`config.mk`:
```
export PLATFORM = sky130hd
export DESIGN_NAME = bucketed_lru_buffer_cache_tags_core
export DESIGN_NICKNAME = d
export VERILOG_FILES = /design/src/rtl/blbct_pkg.sv /design/src/rtl/blbct_front.sv /design/src/rtl/blbct_queue.sv /design/src/rtl/blbct_back.sv /design/src/rtl/bucketed_lru_buffer_cache_tags_core.sv
export SDC_FILE = /design/constraint.sdc
export NUM_CORES = 2
export LEC_CHECK = 0
export BUFFER_PORTS_ARGS = -buffer_cell sky130_fd_sc_hd__buf_4
export CORE_UTILIZATION = 35
export CTS_CLUSTER_DIAMETER = 150
export DETAILED_ROUTE_END_ITERATION = 16
export HOLD_SLACK_MARGIN = 0.1
export PLACE_DENSITY = 0.49
export SYNTH_ARGS = -nofsm -noshare
export SYNTH_HDL_FRONTEND = slang
export SYNTH_SLANG_ARGS = --single-unit
```
`constraint.sdc`:
```
create_clock -name clk -period 7.53 [get_ports clk]
set_input_delay 1.8825 -clock clk [delete_from_list [all_inputs] [get_ports clk]]
set_output_delay 1.8825 -clock clk [all_outputs]
set_load 0.01 [all_outputs]
```
`src/rtl/blbct_pkg.sv`:
```
// shared types and codes for the bucketed lru buffer cache tag controller
package blbct_pkg;

  // default sizes
  localparam int SLOT_COUNT_DEF   = 32;
  localparam int BUCKET_COUNT_DEF = 8;

  // field widths
  localparam int SECTOR_W = 32;
  localparam int DEV_W    = 8;
  localparam int CNT_W    = 8;
  localparam int STAMP_W  = 32;
  // home bucket as carried in the queue, six bits, enough for up to 64 buckets
  localparam int HOME_W   = 6;

  // operation codes
  localparam logic [1:0] FUNC_READ    = 2'd0;
  localparam logic [1:0] FUNC_RELEASE = 2'd1;
  localparam logic [1:0] FUNC_PIN     = 2'd2;
  localparam logic [1:0] FUNC_UNPIN   = 2'd3;

  // status codes
  localparam logic [2:0] ST_HIT       = 3'd0;
  localparam logic [2:0] ST_FILL      = 3'd1;
  localparam logic [2:0] ST_NOBUF     = 3'd2;
  localparam logic [2:0] ST_UPDATED   = 3'd3;
  localparam logic [2:0] ST_UNDERFLOW = 3'd4;

  typedef struct packed {
    logic [1:0]          func;
    logic [DEV_W-1:0]    device_id;
    logic [SECTOR_W-1:0] sector_number;
    logic [4:0]          slot_index;
  } in_t;

  typedef struct packed {
    logic [4:0] slot_out;
    logic [2:0] status;
    logic       was_stolen;
  } out_t;

  // classified request handed from front to back
  typedef struct packed {
    in_t               req;
    logic [HOME_W-1:0] home;
  } job_t;

  // queue status seen by both sides
  typedef struct packed {
    logic full;
    logic empty;
  } q_stat_t;

endpackage

```
`src/rtl/blbct_front.sv`:
```
// front end: accepts requests and hashes the sector of a read to its home bucket
module blbct_front #(
  parameter int BUCKET_COUNT = blbct_pkg::BUCKET_COUNT_DEF
) (
  input  logic               clk,
  input  logic               rst_n,
  input  logic               start,
  input  blbct_pkg::in_t     in_req,
  output logic               busy,
  input  blbct_pkg::q_stat_t q_stat,
  output logic               push,
  output blbct_pkg::job_t    push_job
);

  localparam int BW = (BUCKET_COUNT > 1) ? $clog2(BUCKET_COUNT) : 1;
  // weight of each sector byte modulo the bucket count
  localparam logic [6:0] W0 = 7'(1 % BUCKET_COUNT);
  localparam logic [6:0] W1 = 7'((1 << 8) % BUCKET_COUNT);
  localparam logic [6:0] W2 = 7'((1 << 16) % BUCKET_COUNT);
  localparam logic [6:0] W3 = 7'((1 << 24) % BUCKET_COUNT);
  // reciprocal of the bucket count, exact for any 16 bit folded value
  localparam int SH = 16 + $clog2(BUCKET_COUNT);
  localparam longint MUL_L = ((longint'(1) << SH) + longint'(BUCKET_COUNT) - 1) /
                             longint'(BUCKET_COUNT);
  localparam logic [23:0] MUL = 24'(MUL_L);
  localparam logic [6:0]  BK  = 7'(BUCKET_COUNT);
  localparam logic [1:0]  STEPS = 2'd2;

  logic                 hold_r;
  blbct_pkg::in_t       req_r;
  logic [1:0]           step_r;
  logic [15:0]          fold_r;
  logic [15:0]          quo_r;
  logic [15:0]          fold_nxt;
  logic [39:0]          prod;
  logic [15:0]          quo_nxt;
  logic [22:0]          qk;
  logic [15:0]          rem_full;
  logic [BW-1:0]        rem;
  logic                 calc_done;

  // fold the sector bytes into 16 bits; the residue holds while the sum fits
  always_comb begin
    fold_nxt = 16'(req_r.sector_number[7:0])   * 16'(W0)
             + 16'(req_r.sector_number[15:8])  * 16'(W1)
             + 16'(req_r.sector_number[23:16]) * 16'(W2)
             + 16'(req_r.sector_number[31:24]) * 16'(W3);
  end

  // quotient by reciprocal multiply, remainder by one constant multiply
  always_comb begin
    prod     = 40'(fold_r) * 40'(MUL);
    quo_nxt  = prod[SH +: 16];
    qk       = 23'(quo_r) * 23'(BK);
    rem_full = fold_r - 16'(qk);
    rem      = BW'(rem_full);
  end

  assign calc_done = (req_r.func != blbct_pkg::FUNC_READ) || (step_r == STEPS);
  assign push      = hold_r && calc_done && !q_stat.full;
  assign busy      = hold_r;

  always_comb begin
    push_job.req  = req_r;
    push_job.home = blbct_pkg::HOME_W'(rem);
  end

  // request holding register and hash steps
  always_ff @(posedge clk) begin
    if (!rst_n) begin
      hold_r <= 1'b0;
    end else if (start && !hold_r) begin
      hold_r <= 1'b1;
      req_r  <= in_req;
      step_r <= '0;
    end else if (hold_r) begin
      if (!calc_done) begin
        fold_r <= fold_nxt;
        quo_r  <= quo_nxt;
        step_r <= step_r + 2'd1;
      end else if (push) begin
        hold_r <= 1'b0;
      end
    end
  end

endmodule

```
`src/rtl/blbct_queue.sv`:
```
// two entry queue of classified requests between front and back
module blbct_queue (
  input  logic               clk,
  input  logic               rst_n,
  input  logic               push,
  input  blbct_pkg::job_t    push_job,
  input  logic               pop,
  output blbct_pkg::job_t    head_job,
  output blbct_pkg::q_stat_t q_stat
);

  blbct_pkg::job_t ent_r [2];
  logic            wp_r;
  logic            rp_r;
  logic [1:0]      cnt_r;

  assign head_job     = ent_r[rp_r];
  assign q_stat.full  = (cnt_r == 2'd2);
  assign q_stat.empty = (cnt_r == 2'd0);

  // entry storage
  always_ff @(posedge clk) begin
    if (push) begin
      ent_r[wp_r] <= push_job;
    end
  end

  // pointers and fill level
  always_ff @(posedge clk) begin
    if (!rst_n) begin
      wp_r  <= 1'b0;
      rp_r  <= 1'b0;
      cnt_r <= 2'd0;
    end else begin
      if (push) begin
        wp_r <= ~wp_r;
      end
      if (pop) begin
        rp_r <= ~rp_r;
      end
      unique case ({push, pop})
        2'b10:   cnt_r <= cnt_r + 2'd1;
        2'b01:   cnt_r <= cnt_r - 2'd1;
        default: cnt_r <= cnt_r;
      endcase
    end
  end

endmodule

```
`src/rtl/blbct_back.sv`:
```
// back end: tag scan, victim choice, reference counts and result strobe
module blbct_back #(
  parameter int SLOT_COUNT   = blbct_pkg::SLOT_COUNT_DEF,
  parameter int BUCKET_COUNT = blbct_pkg::BUCKET_COUNT_DEF
) (
  input  logic               clk,
  input  logic               rst_n,
  input  blbct_pkg::q_stat_t q_stat,
  input  blbct_pkg::job_t    head_job,
  output logic               pop,
  output logic               out_valid,
  output blbct_pkg::out_t    out_res
);

  localparam int IW = $clog2(SLOT_COUNT);
  localparam int CW = $clog2(SLOT_COUNT + 1);
  localparam int BW = (BUCKET_COUNT > 1) ? $clog2(BUCKET_COUNT) : 1;
  localparam logic [CW-1:0] SLOTS  = CW'(SLOT_COUNT);
  localparam logic [BW-1:0] BK_MAX = BW'(BUCKET_COUNT - 1);
  localparam int CN = blbct_pkg::CNT_W;

  typedef struct packed {
    logic [blbct_pkg::DEV_W-1:0]    dev;
    logic [blbct_pkg::SECTOR_W-1:0] sec;
    logic [blbct_pkg::STAMP_W-1:0]  stamp;
    logic [BW-1:0]                  bucket;
    logic                           valid;
  } tag_row_t;

  typedef enum logic [2:0] {S_IDLE, S_SCAN, S_DECIDE, S_CNT_RD, S_CNT_UPD} state_t;

  // tag and count memories, each entry reads as its reset value until written
  tag_row_t        tag_mem [SLOT_COUNT];
  logic [CN-1:0]   cnt_mem [SLOT_COUNT];
  logic [SLOT_COUNT-1:0] tag_touch_r;
  logic [SLOT_COUNT-1:0] cnt_touch_r;

  tag_row_t        tag_rd_r;
  logic [CN-1:0]   cnt_rd_r;
  logic            ttouch_q_r;
  logic            ctouch_q_r;
  logic [BW-1:0]   rb_q_r;

  logic [IW-1:0]   rd_addr;
  tag_row_t        tag_eff;
  logic [CN-1:0]   cnt_eff;

  logic            tag_we;
  logic [IW-1:0]   tag_wa;
  tag_row_t        tag_wd;
  logic            cnt_we;
  logic [IW-1:0]   cnt_wa;
  logic [CN-1:0]   cnt_wd;

  state_t                        state_r;
  blbct_pkg::job_t               job_r;
  logic [blbct_pkg::STAMP_W-1:0] use_clk_r;
  logic [CW-1:0]                 sa_r;
  logic [BW-1:0]                 rb_r;
  logic                          pvld_r;
  logic [IW-1:0]                 pidx_r;
  logic                          pass2_r;
  logic                          hf_r;
  logic [IW-1:0]                 hidx_r;
  tag_row_t                      hrow_r;
  logic [CN-1:0]                 hcnt_r;
  logic                          vf_r;
  logic [IW-1:0]                 vidx_r;
  logic [blbct_pkg::STAMP_W-1:0] vstamp_r;
  logic                          of_r;
  logic [BW-1:0]                 obk_r;
  logic                          out_valid_r;
  blbct_pkg::out_t               out_res_r;

  logic [BW-1:0] home;
  logic [BW-1:0] tgt_bk;
  logic          hit_m;
  logic          vic_m;
  logic          oth_m;
  logic          free_m;
  logic [CN-1:0] cnt_inc;
  logic [CN-1:0] hcnt_inc;
  logic          idx_oob;

  assign home    = BW'(job_r.home);
  assign tgt_bk  = pass2_r ? obk_r : home;
  assign pop     = (state_r == S_IDLE) && !q_stat.empty;
  assign idx_oob = int'(head_job.req.slot_index) >= SLOT_COUNT;

  // read address: scan pointer or addressed slot
  assign rd_addr = (state_r == S_SCAN) ? IW'(sa_r) : IW'(job_r.req.slot_index);

  // memory ports
  always_ff @(posedge clk) begin
    if (tag_we) begin
      tag_mem[tag_wa] <= tag_wd;
    end
    if (cnt_we) begin
      cnt_mem[cnt_wa] <= cnt_wd;
    end
    tag_rd_r   <= tag_mem[rd_addr];
    cnt_rd_r   <= cnt_mem[rd_addr];
    ttouch_q_r <= tag_touch_r[rd_addr];
    ctouch_q_r <= cnt_touch_r[rd_addr];
    rb_q_r     <= rb_r;
  end

  // written marks
  always_ff @(posedge clk) begin
    if (!rst_n) begin
      tag_touch_r <= '0;
      cnt_touch_r <= '0;
    end else begin
      if (tag_we) begin
        tag_touch_r[tag_wa] <= 1'b1;
      end
      if (cnt_we) begin
        cnt_touch_r[cnt_wa] <= 1'b1;
      end
    end
  end

  // entry as seen by the scan and the count update, reset value when never written
  always_comb begin
    if (ttouch_q_r) begin
      tag_eff = tag_rd_r;
    end else begin
      tag_eff.dev    = '1;
      tag_eff.sec    = '1;
      tag_eff.stamp  = '0;
      tag_eff.bucket = rb_q_r;
      tag_eff.valid  = 1'b0;
    end
    cnt_eff = ctouch_q_r ? cnt_rd_r : '0;
  end

  // per entry match terms
  always_comb begin
    free_m = (cnt_eff == '0);
    hit_m  = !pass2_r && (tag_eff.bucket == home) &&
             (tag_eff.dev == job_r.req.device_id) &&
             (tag_eff.sec == job_r.req.sector_number);
    vic_m  = free_m && (tag_eff.bucket == tgt_bk) &&
             (!vf_r || (tag_eff.stamp < vstamp_r));
    oth_m  = !pass2_r && free_m && (tag_eff.bucket != home) &&
             (!of_r || (tag_eff.bucket < obk_r));
    cnt_inc  = (cnt_eff == '1) ? cnt_eff : cnt_eff + CN'(1);
    hcnt_inc = (hcnt_r == '1) ? hcnt_r : hcnt_r + CN'(1);
  end

  // memory write requests
  always_comb begin
    tag_we = 1'b0;
    tag_wa = hidx_r;
    tag_wd = hrow_r;
    cnt_we = 1'b0;
    cnt_wa = hidx_r;
    cnt_wd = hcnt_inc;
    if (state_r == S_DECIDE) begin
      if (hf_r) begin
        tag_we       = 1'b1;
        tag_wd.valid = 1'b1;
        tag_wd.stamp = use_clk_r + 32'd1;
        cnt_we       = 1'b1;
      end else if (vf_r) begin
        tag_we        = 1'b1;
        tag_wa        = vidx_r;
        tag_wd.dev    = job_r.req.device_id;
        tag_wd.sec    = job_r.req.sector_number;
        tag_wd.stamp  = use_clk_r + 32'd1;
        tag_wd.bucket = home;
        tag_wd.valid  = 1'b1;
        cnt_we        = 1'b1;
        cnt_wa        = vidx_r;
        cnt_wd        = CN'(1);
      end
    end else if (state_r == S_CNT_UPD) begin
      cnt_wa = IW'(job_r.req.slot_index);
      if (job_r.req.func == blbct_pkg::FUNC_PIN) begin
        cnt_we = 1'b1;
        cnt_wd = cnt_inc;
      end else if (cnt_eff != '0) begin
        cnt_we = 1'b1;
        cnt_wd = cnt_eff - CN'(1);
      end
    end
  end

  // sequencer, scan trackers and result register
  always_ff @(posedge clk) begin
    if (!rst_n) begin
      state_r     <= S_IDLE;
      use_clk_r   <= '0;
      out_valid_r <= 1'b0;
      pvld_r      <= 1'b0;
    end else begin
      out_valid_r <= 1'b0;
      unique case (state_r)
        S_IDLE: begin
          if (!q_stat.empty) begin
            job_r <= head_job;
            if (head_job.req.func == blbct_pkg::FUNC_READ) begin
              state_r <= S_SCAN;
              pass2_r <= 1'b0;
              sa_r    <= '0;
              rb_r    <= '0;
              pvld_r  <= 1'b0;
              hf_r    <= 1'b0;
              vf_r    <= 1'b0;
              of_r    <= 1'b0;
            end else if (idx_oob) begin
              out_valid_r          <= 1'b1;
              out_res_r.slot_out   <= head_job.req.slot_index;
              out_res_r.status     <= blbct_pkg::ST_UNDERFLOW;
              out_res_r.was_stolen <= 1'b0;
            end else begin
              state_r <= S_CNT_RD;
            end
          end
        end
        S_SCAN: begin
          // issue side
          if (sa_r != SLOTS) begin
            pvld_r <= 1'b1;
            pidx_r <= IW'(sa_r);
            sa_r   <= sa_r + CW'(1);
            rb_r   <= (rb_r == BK_MAX) ? '0 : rb_r + BW'(1);
          end else begin
            pvld_r <= 1'b0;
          end
          // evaluate side
          if (pvld_r) begin
            if (hit_m && !hf_r) begin
              hf_r   <= 1'b1;
              hidx_r <= pidx_r;
              hrow_r <= tag_eff;
              hcnt_r <= cnt_eff;
            end
            if (vic_m) begin
              vf_r     <= 1'b1;
              vidx_r   <= pidx_r;
              vstamp_r <= tag_eff.stamp;
            end
            if (oth_m) begin
              of_r  <= 1'b1;
              obk_r <= tag_eff.bucket;
            end
            if (sa_r == SLOTS) begin
              state_r <= S_DECIDE;
            end
          end
        end
        S_DECIDE: begin
          priority if (hf_r) begin
            state_r              <= S_IDLE;
            use_clk_r            <= use_clk_r + 32'd1;
            out_valid_r          <= 1'b1;
            out_res_r.slot_out   <= 5'(hidx_r);
            out_res_r.status     <= hrow_r.valid ? blbct_pkg::ST_HIT : blbct_pkg::ST_FILL;
            out_res_r.was_stolen <= 1'b0;
          end else if (vf_r) begin
            state_r              <= S_IDLE;
            use_clk_r            <= use_clk_r + 32'd1;
            out_valid_r          <= 1'b1;
            out_res_r.slot_out   <= 5'(vidx_r);
            out_res_r.status     <= blbct_pkg::ST_FILL;
            out_res_r.was_stolen <= pass2_r;
          end else if (!pass2_r && of_r) begin
            // second pass over the lowest numbered other bucket that has a free slot
            state_r <= S_SCAN;
            pass2_r <= 1'b1;
            sa_r    <= '0;
            rb_r    <= '0;
            pvld_r  <= 1'b0;
          end else begin
            state_r              <= S_IDLE;
            out_valid_r          <= 1'b1;
            out_res_r.slot_out   <= '0;
            out_res_r.status     <= blbct_pkg::ST_NOBUF;
            out_res_r.was_stolen <= 1'b0;
          end
        end
        S_CNT_RD: begin
          state_r <= S_CNT_UPD;
        end
        S_CNT_UPD: begin
          state_r              <= S_IDLE;
          out_valid_r          <= 1'b1;
          out_res_r.slot_out   <= job_r.req.slot_index;
          out_res_r.was_stolen <= 1'b0;
          if (job_r.req.func != blbct_pkg::FUNC_PIN && cnt_eff == '0) begin
            out_res_r.status <= blbct_pkg::ST_UNDERFLOW;
          end else begin
            out_res_r.status <= blbct_pkg::ST_UPDATED;
          end
        end
        default: begin
          state_r <= S_IDLE;
        end
      endcase
    end
  end

  assign out_valid = out_valid_r;
  assign out_res   = out_res_r;

endmodule

```
`src/rtl/bucketed_lru_buffer_cache_tags_core.sv`:
```
// top level of the bucketed lru buffer cache tag controller
//
// Usage: drive a request on in_req and raise start; it is taken at a clock
// edge where start is high and busy is low. func selects read, release,
// pin or unpin. Every request gives exactly one result on out_res, shown
// for a single cycle with out_valid high; the receiver cannot stall it and
// must take it in that cycle.
// A read is held in the front while its sector is folded, its quotient by
// the bucket count is taken by a reciprocal multiply and the remainder gives
// its home bucket; the back then makes one pass over all slots at one slot
// per cycle and strobes the result. A read that steals from another bucket
// makes a second pass. Release, pin and unpin skip the hash; the back reads
// the addressed count, then updates it and strobes the result. A two entry
// queue parts front and back, so the front hashes the next read while the
// back scans. The front holds one request at a time and stays busy until it
// is pushed, which waits while the queue is full; sustained reads are thus
// limited by the back's slot scan. Reset: rst_n low clears the front's
// holding register, the queue, sequencer, use clock and written marks;
// every slot then reads as its reset tag, count and home bucket at once.
module bucketed_lru_buffer_cache_tags_core #(
  parameter int SLOT_COUNT   = blbct_pkg::SLOT_COUNT_DEF,
  parameter int BUCKET_COUNT = blbct_pkg::BUCKET_COUNT_DEF
) (
  input  logic            clk,
  input  logic            rst_n,
  input  logic            start,
  input  blbct_pkg::in_t  in_req,
  output logic            busy,
  output logic            out_valid,
  output blbct_pkg::out_t out_res
);

  blbct_pkg::q_stat_t q_stat;
  blbct_pkg::job_t    push_job;
  blbct_pkg::job_t    head_job;
  logic               push;
  logic               pop;

  // request intake and bucket hash
  blbct_front #(
    .BUCKET_COUNT (BUCKET_COUNT)
  ) u_front (
    .clk      (clk),
    .rst_n    (rst_n),
    .start    (start),
    .in_req   (in_req),
    .busy     (busy),
    .q_stat   (q_stat),
    .push     (push),
    .push_job (push_job)
  );

  // decoupling queue
  blbct_queue u_queue (
    .clk      (clk),
    .rst_n    (rst_n),
    .push     (push),
    .push_job (push_job),
    .pop      (pop),
    .head_job (head_job),
    .q_stat   (q_stat)
  );

  // tag and count engine
  blbct_back #(
    .SLOT_COUNT   (SLOT_COUNT),
    .BUCKET_COUNT (BUCKET_COUNT)
  ) u_back (
    .clk       (clk),
    .rst_n     (rst_n),
    .q_stat    (q_stat),
    .head_job  (head_job),
    .pop       (pop),
    .out_valid (out_valid),
    .out_res   (out_res)
  );

endmodule
```
After elaboration in Yosys (flattened, before gate mapping)
Memory sizes are Yosys's and may differ from the RTL's. A register that Yosys moved wholly into a read port is not among the register bits.
Cells that the tools add are included.
W data, S select, Z words.
- register bits: 369
- bits in writable memories: 2788
- input port bits: 50
- logic and storage cells: 269
- memories kept: 3
- add/sub/neg operators: 10
- $lt $le $gt $ge: 7
- equal/unequal tests: 33
- mux-type cells: 108
- bitwise operators: 7
- reductions and logical operators: 57
- memory list (name ; words ; bits a word ; rd ports ; clocked after Yosys merged registers in ; wr ports ; line ; text):
    u_back.tag_mem ; 32 ; 76 ; 1 ; 1 ; 1 ; blbct_back.sv:33 ; tag_row_t tag_mem [SLOT_COUNT];
    u_back.cnt_mem ; 32 ; 8 ; 1 ; 1 ; 1 ; blbct_back.sv:34 ; logic [CN-1:0] cnt_mem [SLOT_COUNT];
    u_queue.ent_r ; 2 ; 50 ; 1 ; 1 ; 1 ; blbct_queue.sv:12 ; blbct_pkg::job_t ent_r [2];
- operators by type and width (cell ; count):
    $mux W76 ; 3
    $mux W32 ; 3
    $mux W8 ; 9
    $or A32 B32 Y32 ; 2
    $mux W3 ; 15
    $mux W1 ; 44
    $mux W40 ; 1
    $mux W6 ; 6
    $add A32 B1 Y32 const B ; 1
    $eq A32 B32 Y1 ; 1
    $lt A32 B32 Y1 ; 1
    $mux W5 ; 6
    $mux W9 ; 3
    $reduce_and A6 Y1 ; 4
    $ne A2 B2 Y1 const B ; 10
    $lt A5 B6 Y1 const B ; 3
    $pmux W6 S3 ; 1
    $pmux W9 S2 ; 1
    $logic_and A1 B1 Y1 ; 17
    $add A8 B1 Y8 const B ; 2
    $eq A8 B8 Y1 const B ; 2
    $reduce_and A4 Y1 ; 4
    $reduce_and A3 Y1 ; 5
    $reduce_bool A2 Y1 ; 7
    39 further kinds ; 71

Depth between registers and ports, before layout
- depth after elaboration: 9
- mapped depth: 14
- mapped depth without buffers: 10

Modules after synthesis
Synthesis repeated with hierarchy kept, for this count alone.
- cells, all modules: 7372
- area total of the unflattened synthesis: 124730.9 µm²
- by module, submodules not included (module ; instances ; cells an instance ; area an instance (µm²)):
    blbct_back ; 1 ; 7114 ; 119011.6
    blbct_queue ; 1 ; 187 ; 4026.4
    blbct_front ; 1 ; 71 ; 1692.9

Worst setup path after synthesis
Ideal clock, no wire load.
- kind: in2reg
- start point: in rst_n
- end point: reg u_back.hcnt_r[0], enable pin
- arrival time: 6.183 ns
- data required time: 6.992 ns
- path slack: 0.809 ns
- stages: 4
- cell sequence: clkbuf_1 -> clkbuf_1 -> nand3_1 -> nor2_1
- cells in the longest elaborated chain, start to end: 1
- RTL lines (item ; line ; text):
    from (decl) ; bucketed_lru_buffer_cache_tags_core.sv:25 ; input logic rst_n,
    $reduce_and A4 Y1 (no source line) ; -- ;
    to (signal assigned) ; blbct_back.sv:237 ; hcnt_r <= cnt_eff;
    to (decl) ; blbct_back.sv:66 ; logic [CN-1:0] hcnt_r;
Every way passes these cells.
A chain may end at the register's enable or synchronous reset.

==> flow_summary.json <==
{
  "io_buffers": 60,
  "cts_hold_buf": 0,
  "endpoint_kind": "flop",
  "worst_pin_slew_ps": 1390,
  "routed-via-count": 80580,
  "dp_cells": 14400,
  "fp.dieArea_sq_mm": 0.3660,
  "synth-compound-area-share": 0.03035,
  "crit_cells": 12,
  "finalNonFillerCells": 15060,
  "grt.total_usage": 0.2077,
  "clkLatencyLatePin_ps": 950,
  "drcViolationCount": 0,
  "power_mw": 50.59,
  "synthXorXnorAreaFrac": 0.005437,
  "top_layer_used": "met4",
  "pwr-share-clk": 0.347,
  "drv_cap": 0,
  "io_pins": 61,
  "die_y_microns": 605.0,
  "drt_iter0_drc": 8610,
  "power_switching_mw": 16.59,
  "critPathBufInv": 3,
  "layout-drive-gt1-share": 0.09168,
  "grt_first_pass_wirelength_mm": 559.6,
  "crit_top_cell": "buf_4",
  "cts_tree": "done",
  "h-tree-depth": 5,
  "swShare": 0.3279,
  "p_int_mw": 34.00,
  "antenna_found_initial": 6,
  "wl_per_cell_microns": 25.88,
  "core_sq_mm": 0.3620,
  "rsz0062_at_grt": "no",
  "max_slew_margin": 0.06733,
  "rows": 221,
  "grt_max_degree": 193,
  "startpoint": "u_back.ttouch_q_r",
  "rr_worst_depth": 12,
  "ys_seq_area_frac": 0.7496,
  "wl_met2_mm": 187.1,
  "slowest_stage": "a311oi_1",
  "synth_flop_cell": "edfxtp_1",
  "worstPathRequired_ps": 8100,
  "seqPwrFrac": 0.414,
  "routed_via_density": 5.351,
  "yosys_register_bits": 3242,
  "reg2reg_from": "u_back.ttouch_q_r",
  "critPathTopFamily": "compound AO/OA/AOI/OAI gates",
  "muxShareOfSynthArea": 0.005555,
  "endpoint": "u_back.vstamp_r[22]",
  "synth.area.top_cells": "edfxtp_1, nand2_1, nand3_1",
  "yosys.area.top_type": "edfxtp_1",
  "synth_edf_count": 3046,
  "synth_adder_area_share": 0.004326,
  "hpwl_mm": 196.8,
  "grt-ovfl-total": 0,
  "post-cts-setup-buffer-count": 0,
  "nNetsFinal": 10050,
  "synthSimpleGateAreaFrac": 0.1826,
  "cts-root-buf": "clkbuf_16",
  "synth_fp_nets": 10050,
  "cts_buffers": 355,
  "synthCells": 9953,
  "synth_top_family_by_area": "simple AND/OR/NAND/NOR gates",
  "ir_worst_vdd_uv": 389.4,
  "hold_path.class": "reg2reg",
  "crit_type": "reg2reg",
  "wl_met3_mm": 21.35,
  "place_congestion": 0.8294,
  "met1_length_mm": 171.5,
  "leakagePower_nw": 49.80,
  "die_x_microns": 605.0,
  "ant_nets": 0,
  "start_kind": "flop",
  "worst_slack_ps": 2430,
  "syn_area_per_cell_sq_um": 12.79,
  "fin_crit_ps": 5100,
  "p_comb_frac": 0.240,
  "yosys_warnings": 0,
  "yosysUniqueCellTypes": 72,
  "hold_viol": 0,
  "wl_mm": 389.8,
  "r2r_slack_ps": 2430,
  "path_clk_slew_ps": 60,
  "synth_top_area_frac": 0.7188,
  "initial_core_util": 0.3516,
  "syn_area_sq_mm": 0.1273,
  "numClockSinks": 3242,
  "drtPass1Iterations": 7,
  "skew_ps": 96.65,
  "status": "finished, final reports clean",
  "worstPathMaxFanout": 36,
  "dpl_worst_slack_ps": 2451,
  "critical-path-max-stage-delay_ps": 1120,
  "path_cells": "buf_4 -> and2_1 -> ha_1 -> a21oi_1 -> o22ai_1 -> o32ai_1 -> nand3_1 -> a311oi_1 -> buf_4 -> o21ai_0 -> nor2_4 -> buf_4",
  "n_fill_cell": 33490,
  "cts_resized": 0,
  "synthArstFlopShare": 0,
  "grt_pass1_vias": 77800,
  "area.growth.synth_to_final_pct": 14.46,
  "finalSetupViolations": 0,
  "timing.rr.end": "u_back.vstamp_r[22]",
  "max_freq_mhz": 196.1,
  "arrival_ps": 5670,
  "powerDensity_mw_per_mm2": 347.4,
  "fin_crit_sh": 0.6773,
  "clk_path_buf_depth": 4,
  "slew_violations": 0,
  "setup_tns_ps": 0
}
flip-flops by register name, indices dropped and copies added (netlist names), 5 cells and up, named ones only:
| register | cells |
|---|---|
| u_back.hcnt_r | 8 |
| u_back.tag_mem | 2432 |
| u_back.tag_touch_r | 32 |
| u_back.vidx_r | 5 |
| u_back.hrow_r | 76 |
| u_back.job_r | 47 |
| u_back.sa_r | 6 |
| u_back.cnt_mem | 256 |
| u_back.cnt_rd_r | 8 |
| u_back.hidx_r | 5 |
| u_back.out_res | 9 |
| u_queue.ent_r | 100 |
| u_back.use_clk_r | 32 |
| u_front.push_job | 47 |
| u_back.vstamp_r | 32 |
| u_back.pidx_r | 5 |
| u_back.cnt_touch_r | 32 |
| u_back.tag_rd_r | 76 |
metrics by stage:
stage          hold WS, ps  area (sq um)    util
3_5_place_dp         365.3        133900  0.3698
5_1_grt              411.8        145600  0.4024
3_3_place_gp         368.6        133900  0.3698
2_1_floorplan        352.1        127300       -
4_1_cts              379.7        145600  0.4023
6_report             377.5        145600  0.4024
synth_stat cells (58+ instances only):
cell and number:
a31oi_1 175, nand3_1 1507, nand2_1 2971, dfxtp_1 196, nand2b_1 65, o21ai_0 77
nand4_1 104, and3_1 287, clkbuf_1 369, edfxtp_1 3046, inv_1 82, a311oi_1 125
buf_1 58, buf_2 175, nor2_1 207
how the worst min path moves through the flow:
stage	slack, ps	from	endpoint	cells past startpoint
4_1_cts	380	u_back.rb_r[2]	u_back.rb_q_r[2]	0
5_1_grt	410	u_back.rb_r[2]	u_back.rb_q_r[2]	0
3_5_place_dp	370	u_back.rb_r[2]	u_back.rb_q_r[2]	0
6_report	380	u_back.rb_r[2]	u_back.rb_q_r[2]	0
3_3_place_gp	370	u_back.rb_r[2]	u_back.rb_q_r[2]	0
2_1_floorplan	350	u_back.rb_r[1]	u_back.rb_q_r[1]	0
cells in the final DEF, fill, tap and decap left out, drive strengths merged, types with 40 or more instances in the layout:
master and n:
inv 94, and3 287, clkinv 126, and2 43, nand4 104, xnor2 40
nand3 1509, dfxtp 196, nand2 2972, a31oi 175, o21a 43, o21ai 83
nor2 207, edfxtp 3046, nand2b 65, clkbuf 480, a21oi 42, a311oi 125
ha 44, buf 254, mux2 53
logic make-up after synthesis:
family	Yosys count
AO/OA/AOI/OAI	555
buffers and inverters	688
XOR/XNOR	79
AND/OR/NAND/NOR	5281
multiplexers	64
adder cells (fa/ha/maj)	44
flip-flops	3242
final cells by class:
class                      count  area (sq um)  area share
antenna                        2         5.005  0.00003436
timing repair buffer         254          2490     0.01710
tap                         4794          5998     0.04118
inverter                      83         311.5    0.002139
clock buffer                 480          9808     0.06734
clock inverter               182          1941     0.01332
sequential                  3242         95400      0.6550
multi-input combinational   6023         29700      0.2039
layer usage:
layer | GRT usage | vias to the layer above
met5 | 0 | -
met4 | 0.05475 | 0
met3 | 0.02173 | 544
met2 | 0.3442 | 2699
met1 | 0.2912 | 41260
li1 | - | 36080
power by group through the flow:
stage / clock [mW] / sequential (mW) / combinational [mW]
4_1_cts: 17.9 / 20.9 / 12.2
2_1_floorplan: 0 / 20.9 / 7.87
3_3_place_gp: 0 / 21.3 / 12.1
5_1_grt: 18.5 / 21.0 / 13.2
6_report: 17.5 / 20.9 / 12.1
3_5_place_dp: 0 / 21.3 / 12.2
No activity file was read; power rests on OpenSTA's default activity.
